$ cat config.mk
export PLATFORM = sky130hd
export DESIGN_NAME = huffman_tree_code_and_decode_unit
export DESIGN_NICKNAME = d
export VERILOG_FILES = /design/src/rtl/htcd_pkg.sv /design/src/rtl/huffman_tree_code_and_decode_unit.sv
export SDC_FILE = /design/constraint.sdc
export NUM_CORES = 2
export LEC_CHECK = 0
export BUFFER_PORTS_ARGS = -buffer_cell sky130_fd_sc_hd__buf_4
export CAP_MARGIN = 10
export CORE_UTILIZATION = 51
export CTS_CLUSTER_DIAMETER = 50
export DETAILED_ROUTE_END_ITERATION = 7
export PLACE_DENSITY = 0.69
export SYNTH_ARGS = -nofsm -noshare
export SYNTH_HDL_FRONTEND = slang
export SYNTH_SLANG_ARGS = --single-unit
$ cat constraint.sdc
create_clock -name clk -period 7.2 [get_ports clk]
set_input_delay 0.36 -clock clk [delete_from_list [all_inputs] [get_ports clk]]
set_output_delay 0.36 -clock clk [all_outputs]
set_load 0.005 [all_outputs]
$ cat src/rtl/htcd_pkg.sv
// Package for the tree code and decode unit: sizes, beat structs and state codes.
// No dependencies; every other file uses it by scoped names.
`timescale 1ns / 1ps
package htcd_pkg;
  localparam int MaxSymbols = 16;
  localparam int WeightBits = 16;
  localparam int NodeCount  = 2 * MaxSymbols - 1;
  localparam int IdxW       = 6;
  localparam int LeafW      = 5;
  localparam int NodeWW     = WeightBits + 5;
  localparam logic [IdxW-1:0] NoNode = 6'h3F;

  localparam logic [1:0] KindCode = 2'd0;
  localparam logic [1:0] KindSym  = 2'd1;
  localparam logic [1:0] KindOk   = 2'd2;
  localparam logic [1:0] KindErr  = 2'd3;

  localparam logic ReqLoad   = 1'b0;
  localparam logic ReqDecode = 1'b1;

  typedef struct packed {
    logic        req_type;
    logic [15:0] weight;
    logic        code_bit;
    logic        last;
  } in_beat_t;

  typedef struct packed {
    logic [1:0]  kind;
    logic [3:0]  symbol;
    logic [14:0] code_word;
    logic [3:0]  code_length;
    logic        final_result;
  } out_beat_t;

  typedef enum logic [2:0] {
    ST_IDLE, ST_SCAN, ST_MERGE, ST_CODE, ST_EMIT, ST_DEC_END
  } state_t;
endpackage

$ cat src/rtl/huffman_tree_code_and_decode_unit.sv
// Top level: holds the node tables and a sequencer that uses one comparator pair
// for the tree build, one walk step for code generation, and the decode walk. Uses htcd_pkg.
`timescale 1ns / 1ps
// Usage:
//  - Input beats are taken when start is high and busy is low; the payload is in_beat.
//  - A load beat without last is taken without leaving idle and returns nothing.
//  - A load beat with last starts the build: n-1 merges, each scanning every node
//    built so far one per cycle with the pair of weight comparators, then a commit
//    step per merge, after an initial merge step that commits nothing. The code state
//    then sets up the code walk, and each symbol's code entry is found by walking to
//    the root one level per cycle and is emitted once the root is reached. The last
//    entry has final_result set.
//  - A decode beat makes one tree step; it yields at most two results (a symbol,
//    then ok), and busy stays high while the second one is pending.
//  - Each result appears on out_beat for one cycle with out_valid high, starting
//    the cycle after the cycle that produced it; the receiver cannot stall.
//  - Synchronous active-low reset clears the state, leaf count, cursor, flags, output
//    valid and link tables; no tree exists afterwards, so decode beats return an error.
module huffman_tree_code_and_decode_unit (
  input  logic                clk,
  input  logic                rst_n,
  input  logic                start,
  output logic                busy,
  input  htcd_pkg::in_beat_t  in_beat,
  output logic                out_valid,
  output htcd_pkg::out_beat_t out_beat
);
  localparam int IW = htcd_pkg::IdxW;
  localparam int WW = htcd_pkg::NodeWW;
  localparam int NC = htcd_pkg::NodeCount;
  localparam int AW = $clog2(NC);

  htcd_pkg::state_t state_r, state_nxt;

  logic [WW-1:0] weight_r [NC];
  logic [IW-1:0] parent_r [NC];
  logic [IW-1:0] left_r   [NC];
  logic [IW-1:0] right_r  [NC];

  logic [htcd_pkg::LeafW-1:0] leaf_cnt_r;
  logic [IW-1:0] cursor_r;
  logic          ready_r, open_r;

  // Scan and walk registers.
  logic [IW-1:0] merge_r, scan_r, a_r, b_r, child_r, sym_r;
  logic [WW-1:0] w1_r, w2_r;
  logic          h1_r, h2_r;
  logic [14:0]   word_r;
  logic [3:0]    len_r;
  htcd_pkg::out_beat_t pend_beat_r;

  // Decode step signals.
  logic [IW-1:0] dc, nx;
  logic          dec_sym, pend_dec_two, dec_err_only;

  logic take;
  assign take = start && !busy;
  assign busy = (state_r != htcd_pkg::ST_IDLE);

  logic [IW-1:0] n_ext, root_idx;
  assign n_ext    = IW'(leaf_cnt_r);
  assign root_idx = IW'({n_ext, 1'b0} - IW'(2));

  // Parent of the node on the code walk.
  logic [IW-1:0] up_c;
  assign up_c = parent_r[child_r[AW-1:0]];

  always_ff @(posedge clk) begin
    if (!rst_n) state_r <= htcd_pkg::ST_IDLE;
    else        state_r <= state_nxt;
  end

  // Next state.
  always_comb begin
    state_nxt = state_r;
    unique case (state_r)
      htcd_pkg::ST_IDLE: begin
        if (take && in_beat.req_type == htcd_pkg::ReqLoad && in_beat.last)
          state_nxt = htcd_pkg::ST_MERGE;
        else if (take && in_beat.req_type == htcd_pkg::ReqDecode && pend_dec_two)
          state_nxt = htcd_pkg::ST_DEC_END;
      end
      htcd_pkg::ST_MERGE:   state_nxt = ((h2_r && merge_r + IW'(1) >= n_ext + n_ext - IW'(1))
                                        || n_ext < IW'(2)) ?
                                        htcd_pkg::ST_CODE : htcd_pkg::ST_SCAN;
      htcd_pkg::ST_SCAN:    state_nxt = (scan_r + IW'(1) >= merge_r) ?
                                        htcd_pkg::ST_MERGE : htcd_pkg::ST_SCAN;
      htcd_pkg::ST_CODE:    state_nxt = htcd_pkg::ST_EMIT;
      htcd_pkg::ST_EMIT:    state_nxt = (up_c == htcd_pkg::NoNode &&
                                         sym_r + IW'(1) >= n_ext) ?
                                        htcd_pkg::ST_IDLE : htcd_pkg::ST_EMIT;
      htcd_pkg::ST_DEC_END: state_nxt = htcd_pkg::ST_IDLE;
      default:              state_nxt = htcd_pkg::ST_IDLE;
    endcase
  end

  // Decode step, worked out combinationally from the cursor.
  always_comb begin
    dc = (cursor_r >= IW'(NC)) ? root_idx : cursor_r;
    nx = in_beat.code_bit ? right_r[dc[AW-1:0]] : left_r[dc[AW-1:0]];
    if (nx >= IW'(NC)) nx = root_idx;
    dec_err_only = !ready_r || open_r;
    dec_sym      = (leaf_cnt_r == htcd_pkg::LeafW'(1)) || (nx < n_ext);
    pend_dec_two = !dec_err_only && dec_sym && in_beat.last;
  end

  // Merge scan compare: the shared comparator pair against the two lightest so far.
  logic live, lt1, lt2;
  assign live = (parent_r[scan_r[AW-1:0]] == htcd_pkg::NoNode);
  assign lt1  = !h1_r || (weight_r[scan_r[AW-1:0]] < w1_r);
  assign lt2  = !h2_r || (weight_r[scan_r[AW-1:0]] < w2_r);

  always_ff @(posedge clk) begin
    if (!rst_n) begin
      leaf_cnt_r <= '0;
      cursor_r   <= '0;
      ready_r    <= 1'b0;
      open_r     <= 1'b0;
      out_valid  <= 1'b0;
      for (int i = 0; i < NC; i++) begin
        parent_r[i] <= htcd_pkg::NoNode;
        left_r[i]   <= htcd_pkg::NoNode;
        right_r[i]  <= htcd_pkg::NoNode;
      end
    end else begin
      out_valid <= 1'b0;
      out_beat  <= '0;
      unique case (state_r)
        htcd_pkg::ST_IDLE: begin
          if (take && in_beat.req_type == htcd_pkg::ReqLoad) begin
            logic [htcd_pkg::LeafW-1:0] cnt;
            cnt = open_r ? leaf_cnt_r : '0;
            if (!open_r) begin
              for (int i = 0; i < NC; i++) begin
                parent_r[i] <= htcd_pkg::NoNode;
                left_r[i]   <= htcd_pkg::NoNode;
                right_r[i]  <= htcd_pkg::NoNode;
              end
              cursor_r <= '0;
              ready_r  <= 1'b0;
            end
            if (cnt < htcd_pkg::LeafW'(htcd_pkg::MaxSymbols)) begin
              weight_r[cnt[IW-2:0]] <= WW'(in_beat.weight[htcd_pkg::WeightBits-1:0]);
              cnt = cnt + htcd_pkg::LeafW'(1);
            end
            leaf_cnt_r <= cnt;
            open_r     <= !in_beat.last;
            merge_r    <= IW'(cnt);
            scan_r     <= '0;
            h1_r       <= 1'b0;
            h2_r       <= 1'b0;
          end else if (take) begin
            out_valid <= 1'b1;
            out_beat.final_result <= 1'b1;
            if (dec_err_only) begin
              out_beat.kind <= htcd_pkg::KindErr;
            end else begin
              if (dec_sym) begin
                out_beat.kind   <= htcd_pkg::KindSym;
                out_beat.symbol <= (leaf_cnt_r == htcd_pkg::LeafW'(1)) ? 4'd0 : nx[3:0];
                out_beat.final_result <= !in_beat.last;
                cursor_r <= root_idx;
              end else begin
                cursor_r <= nx;
                if (in_beat.last) begin
                  // A walk that is back at the root ends cleanly.
                  out_beat.kind <= (nx == root_idx) ? htcd_pkg::KindOk : htcd_pkg::KindErr;
                  cursor_r <= root_idx;
                end else begin
                  out_valid <= 1'b0;
                end
              end
              pend_beat_r <= '{kind: htcd_pkg::KindOk, symbol: 4'd0, code_word: 15'd0,
                               code_length: 4'd0, final_result: 1'b1};
            end
          end
        end
        htcd_pkg::ST_DEC_END: begin
          out_valid <= 1'b1;
          out_beat  <= pend_beat_r;
        end
        htcd_pkg::ST_MERGE: begin
          // Commit the pair found by the last scan (none before the first).
          if (merge_r > n_ext || (merge_r == n_ext && h2_r)) begin
            parent_r[a_r[AW-1:0]]     <= merge_r;
            parent_r[b_r[AW-1:0]]     <= merge_r;
            weight_r[merge_r[AW-1:0]] <= w1_r + w2_r;
            left_r[merge_r[AW-1:0]]   <= a_r;
            right_r[merge_r[AW-1:0]]  <= b_r;
          end
          if (h2_r) merge_r <= merge_r + IW'(1);
          scan_r <= '0;
          h1_r   <= 1'b0;
          h2_r   <= 1'b0;
          sym_r  <= '0;
        end
        htcd_pkg::ST_SCAN: begin
          if (live) begin
            if (lt1) begin
              b_r <= a_r; w2_r <= w1_r; h2_r <= h1_r;
              a_r <= scan_r; w1_r <= weight_r[scan_r[AW-1:0]]; h1_r <= 1'b1;
            end else if (lt2) begin
              b_r <= scan_r; w2_r <= weight_r[scan_r[AW-1:0]]; h2_r <= 1'b1;
            end
          end
          scan_r <= scan_r + IW'(1);
        end
        htcd_pkg::ST_CODE: begin
          ready_r  <= 1'b1;
          cursor_r <= root_idx;
          child_r  <= '0;
          word_r   <= '0;
          len_r    <= '0;
        end
        htcd_pkg::ST_EMIT: begin
          if (up_c == htcd_pkg::NoNode) begin
            out_valid <= 1'b1;
            out_beat  <= '{kind: htcd_pkg::KindCode, symbol: sym_r[3:0],
                           code_word: word_r, code_length: len_r,
                           final_result: (sym_r + IW'(1) >= n_ext)};
            sym_r   <= sym_r + IW'(1);
            child_r <= sym_r + IW'(1);
            word_r  <= '0;
            len_r   <= '0;
          end else begin
            if (left_r[up_c[AW-1:0]] != child_r &&
                right_r[up_c[AW-1:0]] == child_r)
              word_r <= word_r | (15'd1 << len_r);
            len_r   <= len_r + 4'd1;
            child_r <= up_c;
          end
        end
        default: ;
      endcase
    end
  end
endmodule

==> metrics.txt <==
layout cell share with drive strength beyond 1=0.2449; Max FO, Critical Path=25; max frequency=153.4 MHz; # DRC=0; Buf/Inv on CP=3; Worst Path Required=between 7 and 8 ns; PortBufs=between 40 and 50; CP Class=flop to flop; VDD IR max=roughly 0.00027 V; final hold vios=0; first-pass GRT wire length=297.7 mm; Critical Path Start=leaf_cnt_r[0]; Mapped Nets=~5000; kind of cell adding the most delay to the critical path=compound AO/OA/AOI/OAI gates; setup_tns=0 ns; initial core utilization=0.5154; count of different cell masters after synthesis=about 90; gr usage total=0.3108; dpl hpwl=roughly 130 mm; power per standard cell area=approximately 290 mW/mm^2; instance count on the critical path=19; Power Internal=around 0.015 W; Area contributors post-synth=edfxtp_1 (61%), mux4_2 (8.3%), mux2i_1 (4.4%); RSZ-0062 raised after global routing=no; DRT Wirelength=just over 200 mm; LEAKAGE=23.77 nW; root buffer cell=clkbuf_16; Die Area=between 0.1 and 0.15 mm^2; pin count of the biggest net entering global routing=99; Via density=around 6.6; Inserted Clock Buffers=approximately 160; switching power=0.006241 W; IO Pins=50; Final Cell Area=0.07490 mm^2; Placed Instances=roughly 6500; post-route clock skew=roughly 0.041 ns; # nets final=about 5000; n_diodes=0; logic gate share of total power=0.186; Syn. warnings=0; # H-tree levels=4; CP Launch Type=flop; Max Buffers Root-to-Sink=3; Setup crit end=out_beat[0]; drt first pass iters=6; number of synthesized flops with an enable pin=around 1400; vias in the first global route=around 44000; synthesized area=between 0.06 and 0.07 mm^2; floorplan row count=132; CP cell instances=inv_1 -> ha_1 -> a21oi_4 -> buf_12 -> mux4_2 -> a32o_1 -> a211oi_1 -> a211oi_1 -> a311oi_1 -> buf_4 -> and3b_1 -> a221oi_1 -> ha_1 -> a21o_1 -> a21oi_1 -> o221ai_1 -> o31ai_1 -> nand3_1 -> a32o_1; die height=364.2 um; Layout Cells excl Fill=between 6000 and 7000; worst r2r src=leaf_cnt_r[0]; Max Cap Violations=0; # setup viols final=0; Sw Ratio=0.2923; #FFs+latches synth=about 1400; minimum clock period=6.517 ns; Async S/R FF share, synth=0; Post-DP Area=just under 0.07 mm^2; CP arrival=slightly above 7 ns; fin crit share=0.9052; clk sink count=1379; Post-CTS Resized=0; R2R Path End=out_beat[0]; status=finished clean; Post-Syn Area per Cell=13.58 um^2; gr ovfl total=0; Hold Crit Class=primary input to flop; CP max stage cell=a21oi_4; flop2flop setup slack=between 0.6 and 0.7 ns; Worst Setup End Kind=flop; routability cong.=around 1.1; dominant cell type by area after synthesis=edfxtp_1; Worst-Skew Late Latency=slightly above 0.8 ns; Post-CTS Setup Bufs=0; top cell type's share of synthesized area=0.6068; Avg WL per Cell=between 30 and 40 um; P&R area growth vs syn=11.94%; WHS=0.08294 ns; post-route ant nets=0; register area share after synthesis=0.6148; worst rel slew slack=0.1434; CTS Hold Bufs=2; Slew @ Worst Pin=between 1 and 1.5 ns; Reg power frac=0.427; CP max stage delay=0.60 ns; die width=364.2 um; vias=44980; Slew Viols, Final=0; cells after synthesis=between 4000 and 5000; Worst Reg-to-Reg Cells=19; clock-pin slew on the worst setup and hold paths=around 0.060 ns; CTS tree=done; Starting DRT DRC Count=just over 6000; Clock power frac=0.387; Synth Flop Type=edfxtp_1; Tot Pwr=0.02135 W; Core Box Area=between 0.1 and 0.15 mm^2; initial antenna violation count=1
-- worst min path at each step --
stage	end	cells after the start	startpoint	slack, ns
2_1_floorplan	left_r[31][1]	0	a_r[1]	0.44
3_3_place_gp	ready_r	1	ready_r	0.50
3_5_place_dp	ready_r	1	ready_r	0.50
4_1_cts	open_r	4	in_beat[18]	0.03
5_1_grt	open_r	4	in_beat[18]	0.10
6_report	open_r	4	in_beat[18]	0.08
-- sequential cells by signal, summed over array words and instances (netlist names), 3 cells and up, named ones only --
| signal | count |
|---|---|
| leaf_cnt_r | 5 |
| state_r | 3 |
| left_r | 192 |
| out_beat | 26 |
| merge_r | 6 |
| parent_r | 192 |
| scan_r | 6 |
| b_r | 6 |
| len_r | 4 |
| word_r | 15 |
| weight_r | 651 |
| w1_r | 21 |
| child_r | 6 |
| a_r | 6 |
| right_r | 192 |
| sym_r | 6 |
| cursor_r | 6 |
| w2_r | 21 |
-- logic make-up after synthesis --
logic type	count (synthesis)	share of synthesized area
AOI/OAI and AO/OA	654	0.06771
muxes	605	0.1381
DFF	1379	0.6148
adders and majority gates	100	0.01881
buffers and inverters	464	0.02932
and+or+nand+nor	1685	0.1260
xor gates and xnor gates	40	0.005236
-- synthesized netlist by cell type, drive strengths merged, types with 25 or more instances --
cell type / instances
edfxtp: 1352
nand2: 560
or2: 380
nand3: 302
mux2i: 292
clkbuf: 248
mux4: 248
nor2: 170
o21ai: 160
buf: 128
ha: 99
inv: 83
a21oi: 82
mux2: 65
nand4: 57
o22ai: 51
nor3: 44
and3: 39
a31oi: 36
a221oi: 29
o211ai: 29
a211oi: 28
dfxtp: 27
nand2b: 26
a21o: 25
-- per-stage QoR --
stage                 util  setup WS, ns
floorplan                -       0.06347
global placement    0.5352        0.9358
detailed placement  0.5352        0.8542
CTS                 0.5770        0.8111
global route        0.5770        0.5243
finish              0.5770        0.6825
-- worst min-delay path, cell delays in order --
cell     delay [ns]
buf_4          0.10
nor2_1         0.06
buf_4          0.17
a21oi_1        0.14
-- power groups by stage --
stage / clock network [W] / registers (W) / logic [W]
after floorplan: 0 / 0.00915 / 0.00257
after global placement: 0 / 0.00928 / 0.00380
after global routing: 0.00862 / 0.00912 / 0.00414
after detailed placement: 0 / 0.00928 / 0.00383
final: 0.00826 / 0.00911 / 0.00398
after CTS: 0.00832 / 0.00911 / 0.00385
-- area by class of cell --
cell class | count | area, um^2
Multi-Input combinational cell | 3084 | 24150
Clock inverter | 109 | 1200
Timing Repair Buffer | 210 | 1669
Clock buffer | 189 | 4207
Tap cell | 1742 | 2180
Sequential cell | 1379 | 41160
Inverter | 88 | 330.3
Fill cell | 10150 | 54920
-- metal layers --
layer  vias up  global-route usage  routed length, um
met1     22620              0.4153              80000
met4         2              0.1647              11810
li1      18910                   -                  -
met5         -                   0                  7
met3       663             0.06947              20970
met2      2785              0.4761              94040
-- placed cells by master, fill, tap and decap left out, types with 18 or more instances in the layout --
master,count
nand4_1,56
a21oi_1,77
clkbuf_1,23
a221oi_1,29
buf_4,201
nand2b_1,25
nor3_1,43
a211oi_1,28
nor2b_1,21
o31ai_1,18
a32oi_1,18
a31oi_1,33
edfxtp_1,1352
a21o_1,24
and2_1,18
and3_1,39
a22oi_1,21
clkinv_2,18
o22ai_1,51
and4_1,18
clkinv_1,29
mux2i_1,290
or2_2,380
mux2_2,65
xnor2_1,22
nor2_4,23
nor2_1,135
nand2_1,559
xor2_1,18
clkbuf_16,163
ha_1,99
nand3_1,301
dfxtp_1,19
inv_1,81
mux4_2,248
o21ai_0,145
o211ai_1,29
Note: power is estimated with default switching activity, not from simulation.
